$ cat src/alpsc_pkg.sv
// shared types, constants and helpers of the length-prefix to start-code converter
package alpsc_pkg;

    // sample handling mode
    typedef enum logic [3:0] {
        MODE_DECIDING = 4'b0001,
        MODE_PASS     = 4'b0010,
        MODE_CONVERT  = 4'b0100,
        MODE_IDLE     = 4'b1000
    } t_mode;

    // kind of queued output operation
    typedef enum logic {
        OP_BYTE  = 1'b0,
        OP_START = 1'b1
    } t_op_kind;

    // one queued operation: a single byte or a whole start code
    typedef struct packed {
        t_op_kind   kind;
        logic [7:0] data;
        logic       start;
        logic       last;
    } t_op;

    // queue status seen by both sides
    typedef struct packed {
        logic full;
        logic empty;
    } t_q_stat;

    localparam int unsigned Q_DEPTH         = 4;
    localparam int unsigned Q_PTR_BITS      = $clog2(Q_DEPTH);
    localparam int unsigned Q_CNT_BITS      = $clog2(Q_DEPTH + 1);

    localparam int unsigned HELD_DEPTH      = 4;
    localparam int unsigned HELD_PTR_BITS   = $clog2(HELD_DEPTH);
    localparam int unsigned HELD_CNT_BITS   = $clog2(HELD_DEPTH + 1);

    localparam int unsigned SIZE_FIELD_BITS = 24;
    localparam int unsigned LEN_CFG_BITS    = 3;
    localparam int unsigned ACCUM_BITS      = 32;

    localparam logic [LEN_CFG_BITS-1:0] LEN_BYTES_RESET = 3'd4;
    localparam logic [LEN_CFG_BITS-1:0] LEN_BYTES_MIN   = 3'd1;
    localparam logic [LEN_CFG_BITS-1:0] LEN_BYTES_MAX   = 3'd4;

    localparam logic [7:0] BYTE_ZERO = 8'h00;
    localparam logic [7:0] BYTE_ONE  = 8'h01;
    localparam logic [7:0] BYTE_FF   = 8'hff;

    // effective prefix length, out-of-range settings clamped
    function automatic logic [LEN_CFG_BITS-1:0] prefix_len(input logic [LEN_CFG_BITS-1:0] cfg);
        logic [LEN_CFG_BITS-1:0] n;
        n = cfg;
        if (cfg < LEN_BYTES_MIN) n = LEN_BYTES_MIN;
        if (cfg > LEN_BYTES_MAX) n = LEN_BYTES_MAX;
        return n;
    endfunction

    // bytes of the start code 00 00 00 01
    function automatic logic [7:0] start_code_byte(input logic [1:0] idx);
        logic [7:0] b;
        case (idx)
            2'd3:    b = BYTE_ONE;
            default: b = BYTE_ZERO;
        endcase
        return b;
    endfunction

endpackage

$ cat src/alpsc_in_if.sv
// input byte channel of the converter
interface alpsc_in_if;
    logic        valid;
    logic        ready;
    logic [7:0]  data_byte;
    logic        sample_first;
    logic        sample_last;
    logic [23:0] sample_size;

    modport source(output valid, data_byte, sample_first, sample_last, sample_size,
                   input ready);
    modport sink(input valid, data_byte, sample_first, sample_last, sample_size,
                 output ready);
endinterface

$ cat src/alpsc_out_if.sv
// output byte channel of the converter
interface alpsc_out_if;
    logic       valid;
    logic       ready;
    logic [7:0] out_byte;
    logic       unit_start;
    logic       run_last;

    modport source(output valid, out_byte, unit_start, run_last, input ready);
    modport sink(input valid, out_byte, unit_start, run_last, output ready);
endinterface

$ cat src/avc_length_prefix_to_start_code_core.sv
// top level of the length-prefix to start-code converter
// a result byte passes through the pending-operation register, an operation queue entry and the output register
// throughput: one input byte per cycle while a finished operation can leave into the queue; the byte that completes
//   a sample's first four bytes (or ends a shorter sample) holds input low during the replay of the held bytes
// a start code is emitted as four output bytes; the four-entry operation queue absorbs the burst
// reset: synchronous active low; clears all control state, setting returns to four-byte prefixes
module avc_length_prefix_to_start_code_core import alpsc_pkg::*; #(
    parameter int unsigned SAMPLE_SIZE_BITS = 24
) (
    input  logic                    i_clk,
    input  logic                    i_rst_n,
    input  logic                    i_cfg_wr_en,
    input  logic [LEN_CFG_BITS-1:0] i_cfg_wr_data,
    alpsc_in_if.sink                i_in,
    alpsc_out_if.source             o_out
);

    logic [LEN_CFG_BITS-1:0] r_len_bytes;
    logic                    q_push;
    t_op                     q_push_op;
    logic                    q_pop;
    t_op                     q_head;
    t_q_stat                 q_stat;

    // prefix length setting
    always_ff @(posedge i_clk) begin
        if (!i_rst_n) begin
            r_len_bytes <= LEN_BYTES_RESET;
        end else if (i_cfg_wr_en) begin
            r_len_bytes <= i_cfg_wr_data;
        end
    end

    // byte intake and parsing
    alpsc_front #(
        .SAMPLE_SIZE_BITS(SAMPLE_SIZE_BITS)
    ) u_front (
        .i_clk       (i_clk),
        .i_rst_n     (i_rst_n),
        .i_in        (i_in),
        .i_len_bytes (r_len_bytes),
        .i_q_stat    (q_stat),
        .o_push      (q_push),
        .o_push_op   (q_push_op)
    );

    // operation queue
    alpsc_queue u_queue (
        .i_clk     (i_clk),
        .i_rst_n   (i_rst_n),
        .i_push    (q_push),
        .i_push_op (q_push_op),
        .i_pop     (q_pop),
        .o_head    (q_head),
        .o_stat    (q_stat)
    );

    // output expansion
    alpsc_back u_back (
        .i_clk    (i_clk),
        .i_rst_n  (i_rst_n),
        .i_q_stat (q_stat),
        .i_head   (q_head),
        .o_pop    (q_pop),
        .o_out    (o_out)
    );

    // queue never written when full
    a_no_overflow: assert property (@(posedge i_clk) disable iff (!i_rst_n)
        q_push |-> !q_stat.full)
        else $error("operation pushed into a full queue");

    // queue never read when empty
    a_no_underflow: assert property (@(posedge i_clk) disable iff (!i_rst_n)
        q_pop |-> !q_stat.empty)
        else $error("operation popped from an empty queue");

    // reset leaves no result pending
    a_reset_clears_out: assert property (@(posedge i_clk)
        !i_rst_n |=> !o_out.valid)
        else $error("output valid after reset");

endmodule

$ cat src/alpsc_queue.sv
// small operation queue between the front and the back
module alpsc_queue import alpsc_pkg::*; (
    input  logic    i_clk,
    input  logic    i_rst_n,
    input  logic    i_push,
    input  t_op     i_push_op,
    input  logic    i_pop,
    output t_op     o_head,
    output t_q_stat o_stat
);

    t_op                   r_mem [Q_DEPTH];
    logic [Q_PTR_BITS-1:0] r_wp;
    logic [Q_PTR_BITS-1:0] r_rp;
    logic [Q_CNT_BITS-1:0] r_cnt;

    // status and head
    assign o_stat.full  = (r_cnt == Q_CNT_BITS'(Q_DEPTH));
    assign o_stat.empty = (r_cnt == '0);
    assign o_head       = r_mem[r_rp];

    // pointers and fill count
    always_ff @(posedge i_clk) begin
        if (!i_rst_n) begin
            r_wp  <= '0;
            r_rp  <= '0;
            r_cnt <= '0;
        end else begin
            if (i_push) r_wp <= r_wp + Q_PTR_BITS'(1);
            if (i_pop)  r_rp <= r_rp + Q_PTR_BITS'(1);
            case ({i_push, i_pop})
                2'b10:   r_cnt <= r_cnt + Q_CNT_BITS'(1);
                2'b01:   r_cnt <= r_cnt - Q_CNT_BITS'(1);
                default: r_cnt <= r_cnt;
            endcase
        end
    end

    // entry storage
    always_ff @(posedge i_clk) begin
        if (i_push) r_mem[r_wp] <= i_push_op;
    end

endmodule

$ cat src/alpsc_front.sv
// front: accepts sample bytes, decides the sample form and parses length prefixes
module alpsc_front import alpsc_pkg::*; #(
    parameter int unsigned SAMPLE_SIZE_BITS = 24
) (
    input  logic                    i_clk,
    input  logic                    i_rst_n,
    alpsc_in_if.sink                i_in,
    input  logic [LEN_CFG_BITS-1:0] i_len_bytes,
    input  t_q_stat                 i_q_stat,
    output logic                    o_push,
    output t_op                     o_push_op
);

    localparam int unsigned SSB      = SAMPLE_SIZE_BITS;
    localparam int unsigned EXT_BITS = (SSB > SIZE_FIELD_BITS) ? SSB : SIZE_FIELD_BITS;
    localparam int unsigned SUM_BITS = ((SSB > ACCUM_BITS) ? SSB : ACCUM_BITS) + 2;

    // state
    logic [7:0]               r_held [HELD_DEPTH];
    logic [7:0]               n_held [HELD_DEPTH];
    logic [HELD_CNT_BITS-1:0] r_hcnt, n_hcnt;
    t_mode                    r_mode, n_mode;
    logic                     r_ncy, n_ncy;
    logic [ACCUM_BITS-1:0]    r_accum, n_accum;
    logic [LEN_CFG_BITS-1:0]  r_lbs, n_lbs;
    logic [ACCUM_BITS-1:0]    r_pleft, n_pleft;
    logic [SSB-1:0]           r_pos, n_pos;
    logic [SSB-1:0]           r_total, n_total;
    logic                     r_replay, n_replay;
    logic [HELD_PTR_BITS-1:0] r_ridx, n_ridx;
    logic [HELD_CNT_BITS-1:0] r_rcnt, n_rcnt;
    logic                     r_rend, n_rend;
    t_op                      r_pend, n_pend;
    logic                     r_pend_v, n_pend_v;

    // working signals
    logic                    adv;
    logic                    step_end;
    logic                    set_idle;
    logic                    op_v;
    t_op                     op;
    logic                    conv_en;
    logic [7:0]              conv_b;
    logic [SSB-1:0]          conv_pos;
    logic [SSB-1:0]          cur_pos;
    logic [SSB:0]            pos_inc;
    logic                    ends;
    logic                    is_pass;
    logic [ACCUM_BITS-1:0]   acc;
    logic [LEN_CFG_BITS-1:0] lbs_inc;
    logic [SUM_BITS-1:0]     unit_end;
    logic [LEN_CFG_BITS-1:0] plen;
    logic [EXT_BITS-1:0]     size_ext;
    logic [SSB-1:0]          in_size;

    assign plen     = prefix_len(i_len_bytes);
    assign size_ext = EXT_BITS'(i_in.sample_size);
    assign in_size  = size_ext[SSB-1:0];

    // input taken only outside a replay and when a finished operation can leave
    assign i_in.ready = !r_replay && (!r_pend_v || !i_q_stat.full);
    assign adv        = (r_replay || i_in.valid) && (!r_pend_v || !i_q_stat.full);

    always_comb begin
        n_held   = r_held;
        n_hcnt   = r_hcnt;
        n_mode   = r_mode;
        n_ncy    = r_ncy;
        n_accum  = r_accum;
        n_lbs    = r_lbs;
        n_pleft  = r_pleft;
        n_pos    = r_pos;
        n_total  = r_total;
        n_replay = r_replay;
        n_ridx   = r_ridx;
        n_rcnt   = r_rcnt;
        n_rend   = r_rend;
        n_pend   = r_pend;
        n_pend_v = r_pend_v;
        step_end = 1'b0;
        set_idle = 1'b0;
        op_v     = 1'b0;
        op       = '{kind: OP_BYTE, data: BYTE_ZERO, start: 1'b0, last: 1'b0};
        conv_en  = 1'b0;
        conv_b   = BYTE_ZERO;
        conv_pos = '0;
        cur_pos  = '0;
        pos_inc  = '0;
        ends     = 1'b0;
        is_pass  = 1'b0;
        acc      = '0;
        lbs_inc  = '0;
        unit_end = '0;

        if (adv) begin
            if (r_replay) begin
                // replay of the held bytes after the decision
                if (r_mode == MODE_PASS) begin
                    op_v     = 1'b1;
                    op.data  = r_held[r_ridx];
                    op.start = (r_ridx == '0);
                end else if (r_mode == MODE_CONVERT) begin
                    conv_en  = 1'b1;
                    conv_b   = r_held[r_ridx];
                    conv_pos = SSB'(r_ridx);
                end
                if (HELD_CNT_BITS'(r_ridx) + HELD_CNT_BITS'(1) == r_rcnt) begin
                    n_replay = 1'b0;
                    step_end = 1'b1;
                    set_idle = r_rend;
                end else begin
                    n_ridx = r_ridx + HELD_PTR_BITS'(1);
                end
            end else begin
                step_end = 1'b1;
                // new sample restarts the per-sample state
                if (i_in.sample_first) begin
                    n_total = in_size;
                    n_pos   = '0;
                    n_hcnt  = '0;
                    n_mode  = MODE_DECIDING;
                    n_accum = '0;
                    n_lbs   = '0;
                    n_pleft = '0;
                end
                if (n_mode != MODE_IDLE) begin
                    if (n_pos >= n_total) begin
                        n_mode = MODE_IDLE;
                    end else begin
                        cur_pos = n_pos;
                        n_pos   = cur_pos + SSB'(1);
                        pos_inc = (SSB + 1)'(cur_pos) + (SSB + 1)'(1);
                        ends    = i_in.sample_last || (pos_inc >= (SSB + 1)'(n_total));
                        case (n_mode)
                            MODE_DECIDING: begin
                                if (n_hcnt < HELD_CNT_BITS'(HELD_DEPTH)) begin
                                    n_held[n_hcnt[HELD_PTR_BITS-1:0]] = i_in.data_byte;
                                end
                                n_hcnt = n_hcnt + HELD_CNT_BITS'(1);
                                if (n_hcnt >= HELD_CNT_BITS'(HELD_DEPTH) || ends) begin
                                    // pattern check on the bytes held so far
                                    is_pass =
                                        (n_hcnt > 3'd3 && n_held[0] == BYTE_ZERO
                                         && n_held[1] == BYTE_ZERO && n_held[2] == BYTE_ZERO
                                         && n_held[3] == BYTE_ONE)
                                        || (n_hcnt > 3'd2 && r_ncy && n_held[0] == BYTE_ZERO
                                         && n_held[1] == BYTE_ZERO && n_held[2] == BYTE_ONE)
                                        || (n_hcnt > 3'd3 && n_held[0] == BYTE_FF
                                         && n_held[1] == BYTE_FF && n_held[2] == BYTE_FF
                                         && n_held[3] == BYTE_FF);
                                    if (is_pass) begin
                                        n_mode = MODE_PASS;
                                    end else begin
                                        n_mode = MODE_CONVERT;
                                        n_ncy  = 1'b0;
                                    end
                                    n_replay = 1'b1;
                                    n_ridx   = '0;
                                    n_rcnt   = n_hcnt;
                                    n_rend   = ends;
                                    step_end = 1'b0;
                                end
                            end
                            MODE_PASS: begin
                                op_v    = 1'b1;
                                op.data = i_in.data_byte;
                            end
                            MODE_CONVERT: begin
                                conv_en  = 1'b1;
                                conv_b   = i_in.data_byte;
                                conv_pos = cur_pos;
                            end
                            default: ;
                        endcase
                        set_idle = ends && !n_replay;
                    end
                end
            end

            // shared prefix parser and payload copy
            if (conv_en) begin
                if (n_pleft != '0) begin
                    op_v    = 1'b1;
                    op.data = conv_b;
                    n_pleft = n_pleft - ACCUM_BITS'(1);
                end else begin
                    acc     = {n_accum[ACCUM_BITS-9:0], conv_b};
                    lbs_inc = n_lbs + LEN_CFG_BITS'(1);
                    if (lbs_inc < plen) begin
                        n_accum = acc;
                        n_lbs   = lbs_inc;
                    end else begin
                        n_accum = '0;
                        n_lbs   = '0;
                        if (acc != '0) begin
                            unit_end = SUM_BITS'(conv_pos) + SUM_BITS'(1) + SUM_BITS'(acc);
                            if (unit_end > SUM_BITS'(n_total)) begin
                                n_mode = MODE_IDLE;
                            end else begin
                                op_v     = 1'b1;
                                op.kind  = OP_START;
                                op.start = 1'b1;
                                n_pleft  = acc;
                            end
                        end
                    end
                end
            end

            if (set_idle) n_mode = MODE_IDLE;
        end

        // one-deep hold so the last operation of a request can be marked
        if (adv && op_v) begin
            n_pend      = op;
            n_pend.last = step_end;
            n_pend_v    = 1'b1;
        end else if (r_pend_v && !i_q_stat.full && r_pend.last) begin
            n_pend_v = 1'b0;
        end else if (adv && step_end && r_pend_v) begin
            n_pend.last = 1'b1;
        end
    end

    assign o_push    = r_pend_v && !i_q_stat.full && (r_pend.last || (adv && op_v));
    assign o_push_op = r_pend;

    // control state
    always_ff @(posedge i_clk) begin
        if (!i_rst_n) begin
            r_hcnt   <= '0;
            r_mode   <= MODE_DECIDING;
            r_ncy    <= 1'b1;
            r_accum  <= '0;
            r_lbs    <= '0;
            r_pleft  <= '0;
            r_pos    <= '0;
            r_total  <= '0;
            r_replay <= 1'b0;
            r_ridx   <= '0;
            r_rcnt   <= '0;
            r_rend   <= 1'b0;
            r_pend_v <= 1'b0;
        end else begin
            r_hcnt   <= n_hcnt;
            r_mode   <= n_mode;
            r_ncy    <= n_ncy;
            r_accum  <= n_accum;
            r_lbs    <= n_lbs;
            r_pleft  <= n_pleft;
            r_pos    <= n_pos;
            r_total  <= n_total;
            r_replay <= n_replay;
            r_ridx   <= n_ridx;
            r_rcnt   <= n_rcnt;
            r_rend   <= n_rend;
            r_pend_v <= n_pend_v;
        end
    end

    // held bytes and pending operation
    always_ff @(posedge i_clk) begin
        r_held <= n_held;
        r_pend <= n_pend;
    end

endmodule

$ cat src/alpsc_back.sv
// back: expands queued operations into output bytes behind an output register
module alpsc_back import alpsc_pkg::*; (
    input  logic        i_clk,
    input  logic        i_rst_n,
    input  t_q_stat     i_q_stat,
    input  t_op         i_head,
    output logic        o_pop,
    alpsc_out_if.source o_out
);

    logic       r_ov;
    logic [7:0] r_ob;
    logic       r_us;
    logic       r_rl;
    logic [1:0] r_sub;

    logic       load;
    logic [7:0] b_byte;
    logic       b_us;
    logic       b_rl;
    logic       b_done;

    assign load = !i_q_stat.empty && (!r_ov || o_out.ready);

    // byte selection for the head operation
    always_comb begin
        case (i_head.kind)
            OP_START: begin
                b_byte = start_code_byte(r_sub);
                b_us   = (r_sub == 2'd0);
                b_rl   = i_head.last && (r_sub == 2'd3);
                b_done = (r_sub == 2'd3);
            end
            default: begin
                b_byte = i_head.data;
                b_us   = i_head.start;
                b_rl   = i_head.last;
                b_done = 1'b1;
            end
        endcase
    end

    assign o_pop = load && b_done;

    // output valid and start code position
    always_ff @(posedge i_clk) begin
        if (!i_rst_n) begin
            r_ov  <= 1'b0;
            r_sub <= 2'd0;
        end else if (load) begin
            r_ov <= 1'b1;
            if (i_head.kind == OP_START) r_sub <= r_sub + 2'd1;
        end else if (o_out.ready) begin
            r_ov <= 1'b0;
        end
    end

    // output payload
    always_ff @(posedge i_clk) begin
        if (load) begin
            r_ob <= b_byte;
            r_us <= b_us;
            r_rl <= b_rl;
        end
    end

    assign o_out.valid      = r_ov;
    assign o_out.out_byte   = r_ob;
    assign o_out.unit_start = r_us;
    assign o_out.run_last   = r_rl;

endmodule

$ cat src/flat_wrapper.sv
// flat-port wrapper written by rule: the top's interface ports become plain ports
module avc_length_prefix_to_start_code_core_flat import alpsc_pkg::*;
#(
    parameter int unsigned SAMPLE_SIZE_BITS = 24
)
  (i_clk, i_rst_n, i_cfg_wr_en, i_cfg_wr_data, i_in_valid, i_in_data_byte, i_in_sample_first, i_in_sample_last, i_in_sample_size, i_in_ready, o_out_valid, o_out_out_byte, o_out_unit_start, o_out_run_last, o_out_ready);
  alpsc_in_if i_in_i ();
  alpsc_out_if o_out_i ();
  input  logic i_clk;
  input  logic i_rst_n;
  input  logic i_cfg_wr_en;
  input  logic [LEN_CFG_BITS-1:0] i_cfg_wr_data;
  input wire logic [$bits(i_in_i.valid)-1:0] i_in_valid;
  input wire logic [$bits(i_in_i.data_byte)-1:0] i_in_data_byte;
  input wire logic [$bits(i_in_i.sample_first)-1:0] i_in_sample_first;
  input wire logic [$bits(i_in_i.sample_last)-1:0] i_in_sample_last;
  input wire logic [$bits(i_in_i.sample_size)-1:0] i_in_sample_size;
  output wire logic [$bits(i_in_i.ready)-1:0] i_in_ready;
  output wire logic [$bits(o_out_i.valid)-1:0] o_out_valid;
  output wire logic [$bits(o_out_i.out_byte)-1:0] o_out_out_byte;
  output wire logic [$bits(o_out_i.unit_start)-1:0] o_out_unit_start;
  output wire logic [$bits(o_out_i.run_last)-1:0] o_out_run_last;
  input wire logic [$bits(o_out_i.ready)-1:0] o_out_ready;
  assign i_in_i.valid = i_in_valid;
  assign i_in_i.data_byte = i_in_data_byte;
  assign i_in_i.sample_first = i_in_sample_first;
  assign i_in_i.sample_last = i_in_sample_last;
  assign i_in_i.sample_size = i_in_sample_size;
  assign i_in_ready = i_in_i.ready;
  assign o_out_valid = o_out_i.valid;
  assign o_out_out_byte = o_out_i.out_byte;
  assign o_out_unit_start = o_out_i.unit_start;
  assign o_out_run_last = o_out_i.run_last;
  assign o_out_i.ready = o_out_ready;
  avc_length_prefix_to_start_code_core #(.SAMPLE_SIZE_BITS(SAMPLE_SIZE_BITS)) u_core (.i_clk(i_clk), .i_rst_n(i_rst_n), .i_cfg_wr_en(i_cfg_wr_en), .i_cfg_wr_data(i_cfg_wr_data), .i_in(i_in_i), .o_out(o_out_i));
endmodule
$ cat config.mk
export PLATFORM = sky130hd
export DESIGN_NAME = avc_length_prefix_to_start_code_core_flat
export DESIGN_NICKNAME = d
export VERILOG_FILES = /design/src/alpsc_pkg.sv /design/src/alpsc_in_if.sv /design/src/alpsc_out_if.sv /design/src/avc_length_prefix_to_start_code_core.sv /design/src/alpsc_queue.sv /design/src/alpsc_front.sv /design/src/alpsc_back.sv /design/src/flat_wrapper.sv
export SDC_FILE = /design/constraint.sdc
export NUM_CORES = 1
export LEC_CHECK = 0
export BUFFER_PORTS_ARGS = -buffer_cell sky130_fd_sc_hd__buf_2
export CORE_MARGIN = 4
export CORE_UTILIZATION = 40
export DETAILED_ROUTE_END_ITERATION = 10
export SLEW_MARGIN = 10
export SYNTH_ARGS = -nofsm -noshare
export SYNTH_HDL_FRONTEND = slang
export SYNTH_HIERARCHICAL = 1
export SYNTH_SLANG_ARGS = --single-unit
$ cat constraint.sdc
create_clock -name i_clk -period 18.4 [get_ports i_clk]
set_input_delay 4.6 -clock i_clk [delete_from_list [all_inputs] [get_ports i_clk]]
set_output_delay 4.6 -clock i_clk [all_outputs]
set_load 0.01 [all_outputs]
==> flow_summary_export.csv <==
group,metric,value,unit
status,outcome,"finished clean",
die,die_x,209,um
routing,drtIter0Drc,1444,
sta,worstMarginPinSlew,1.00,ns
power_and_ir_drop,p_clk_share,42.3,%
logic_synthesis,syn_inst,1823,
global_routing,grt_pass1_wl,77.6,mm
logic_synthesis,async_flop_share,0,%
power_and_ir_drop,ir_drop,0.0000700,V
logic_synthesis,syn_nets,1981,
routing,drtAntennaViolNets,0,
place,place_hpwl,35.7,mm
die,ios,54,
setup_path,required,18.91,ns
global_routing,grt_pass1_vias,13814,
routing,wl,49.2,mm
logic_synthesis,synth_edf_count,97,
sta,clock_skew,0.0150,ns
job,cap_violations,0,
logic_synthesis,yosysUniqueCellTypes,88,
power_and_ir_drop,p_per_area,79.4,nW/um2
die,core_area,39900,um2
sta,setup_violations,0,
clocking,post_cts_buffers,0,
hold_path,hp-class,"register to register",
sta,relSlewSlack,32.9,%
place,gp_congestion,0.974,
setup_path,worst_setup_path_start_kind,"primary input",
routing,viasPerCell,5.99,
sta,fin_crit,14.22,ns
global_routing,grt_overflow_total,0,
power_and_ir_drop,switchingPower,0.405,mW
sta,hold_violations,0,
sta,fin_crit_sh,77.3,%
logic_synthesis,synth_ff_type,"dfxtp_1",
die,initial_core_util,40.6,%
clocking,cts_made_buffers,29,
final_layout,insertedDiodeCount,0,
sta,setup_tns,0,ns
global_routing,grt_max_degree,85,
setup_path,end_kind,"register",
clocking,cts_tree,"yes",
setup_path,crit_path_max_incr_delay,0.77,ns
setup_path,crit_fanout,84,
power_and_ir_drop,sw_frac_of_total,28.4,%
logic_synthesis,synth-seq-cells,235,
global_routing,antenna_found_initial,0,
power_and_ir_drop,sequentialPowerShare,42.1,%
sta,clock.fmax,70.3,MHz
power_and_ir_drop,pwr-share-comb,15.6,%
routing,wire_per_inst,20.7,um
place,placement.io_buffers,53,
setup_path,cpMostUsedCell,"ha_1",
clocking,cts.sinks,235,
clocking,htreeDepth,1,
routing,first_pass_iters,8,
final_layout,nFillCells,3797,
die,die_area,43800,um2
power_and_ir_drop,p_leak,7.19,nW
die,core.rowCount,73,
final_layout,nNetsFinal,1991,
logic_synthesis,synth.avg_cell_area,8.89,um2
setup_path,slowest_stage,"nor2_1",
logic_synthesis,ys_seq_area_share,35.0,%
power_and_ir_drop,finalPower,1.43,mW
clocking,clock-root-buffer,"clkbuf_16",
setup_path,worstSetupPathType,"primary input to register",
final_layout,drive_above_1_share,10.3,%
setup_path,ff2ff_setup_slack,8.66,ns
clocking,clock_path_buffers,3,
clocking,insertion_delay,0.58,ns
global_routing,gr-usage-all-layers,21.6,%
logic_synthesis,syn_area,16200,um2
clocking,ctsHoldBuffers,0,
die,die_h,209,um
routing,drc_errors,0,
power_and_ir_drop,p_int,1.02,mW
routing,vias,14260,
setup_path,worst_ep_arrival_time,14.73,ns
clocking,cts.repair.resized,0,
sta,slew_violations,0,
sta,rsz0062_at_grt,"false",
logic_synthesis,yosys_warnings,6,
final_layout,synthToLayoutAreaGrowth,10.7,%
clocking,clk_pin_slew_worst_paths,0.06,ns
power by group through the flow:
stage / Sequential, mW / Combinational (mW) / Clock, mW
finish: 0.599 / 0.222 / 0.603
global route: 0.604 / 0.245 / 0.638
CTS: 0.600 / 0.221 / 0.618
detailed placement: 0.611 / 0.220 / 0
global placement: 0.610 / 0.217 / 0
floorplan: 0.603 / 0.156 / 0
cell families after synthesis:
kind of cell               share of synthesized area (%)
muxes                                               9.01
and+or+nand+nor                                     20.8
DFF                                                 35.0
buffers and inverters                               3.67
adders and majority gates                           9.05
xor gates and xnor gates                            3.46
AOI/OAI and AO/OA                                   19.0
critical path: cells and delay by family:
kind / cells / cell delay, ns
compound gates: 14 / 4.04
xor+xnor: 2 / 0.23
fa+ha+maj: 5 / 1.40
buf+inv: 4 / 1.20
mux: 1 / 0.50
simple gates: 9 / 2.65
registers in the layout (all words and copies together) (netlist names), 2 cells and up, named ones only:
signal / flops
u_core/u_front/r_pleft: 32
u_core/u_back/r_sub: 2
u_core/u_queue/r_rp: 2
u_core/u_front/r_rcnt: 3
u_core/u_front/r_hcnt: 3
u_core/u_front/r_mode: 4
u_core/u_front/r_accum: 24
u_core/u_front/o_push_op: 11
u_core/u_front/r_ridx: 2
u_core/u_back/o_out.out_byte: 8
u_core/u_queue/r_mem: 44
u_core/u_front/r_held: 32
u_core/u_front/r_lbs: 3
u_core/u_queue/r_cnt: 3
u_core/u_queue/r_wp: 2
u_core/u_front/r_pos: 24
u_core/u_front/r_total: 24
u_core/r_len_bytes: 3
layer usage:
| metal | up-vias | global-route usage [%] | wire length (um) |
|---|---|---|---|
| li1 | 6833 | - | - |
| met1 | 6796 | 30.7 | 22500 |
| met2 | 532 | 34.1 | 22000 |
| met3 | 99 | 3.08 | 3270 |
| met4 | 0 | 7.18 | 1470 |
| met5 | - | 0 | 0 |
metrics by stage:
stage          std cells  cell area, um2  setup WS, ns  hold WS (ns)  utilization, %
5_1_grt             2381           18000          3.42         0.488            45.0
3_5_place_dp        2327           16900          3.74         0.461            42.4
3_3_place_gp        2327           16900          4.03         0.457            42.4
2_1_floorplan       1823           16200          4.24         0.440               -
4_1_cts             2381           18000          4.28         0.468            45.0
6_report            2381           18000          4.18         0.467            45.0
layout by cell type (no fill, tap or decap), drive strengths merged, types with 62 or more instances in the layout:
cell type	instances
nand2	169
mux2i	81
buf	72
nor2	166
a21oi	121
dfxtp	138
edfxtp	97
ha	114
o21ai	98
and2	62
worst paths after layout:
kind                                                  from                    endpoint  depth (start not counted)
worst max-delay path                     i_in_sample_first     u_core/u_queue/r_cnt[2]                         35
worst min-delay path            u_core/u_front/r_pleft[26]  u_core/u_front/r_pleft[26]                          2
worst max register to register     u_core/u_front/r_pos[5]     u_core/u_queue/r_cnt[2]                         34
worst min register to register  u_core/u_front/r_pleft[26]  u_core/u_front/r_pleft[26]                          2
cells in the mapped netlist (13+ instances only):
cell type	number	share of area (%)
and2_1	61	2.4
a22oi_1	31	1.4
nor2_1	166	3.8
a31oi_1	23	0.89
dfxtp_1	138	17
a211oi_1	26	1.2
ha_1	114	8.8
nor4_1	26	1.0
o22ai_1	13	0.50
clkbuf_1	74	1.7
nand3_1	48	1.5
or3_1	13	0.50
o211ai_1	17	0.79
a21oi_1	121	3.7
nand4_1	32	1.2
mux4_2	18	2.5
a21o_1	18	0.83
nor3_1	44	1.4
nand2_1	169	3.9
inv_1	55	1.3
edfxtp_1	97	18
nor2b_1	35	1.4
o21a_1	19	0.88
nand2b_1	23	0.89
xor2_1	33	1.8
xnor2_1	31	1.7
mux2_2	18	1.3
o21ai_0	87	2.7
mux2i_1	81	5.0
layout make-up:
cell class / count / area, um2 / share of cell area (%)
tap: 525 / 657 / 3.66
clock buffer: 40 / 847 / 4.72
inverter: 56 / 211 / 1.18
sequential: 235 / 5680 / 31.6
timing repair buffer: 72 / 410 / 2.29
clock inverter: 14 / 173 / 0.962
multi-input combinational: 1439 / 9980 / 55.6
No activity file was read; power rests on OpenSTA's default activity.
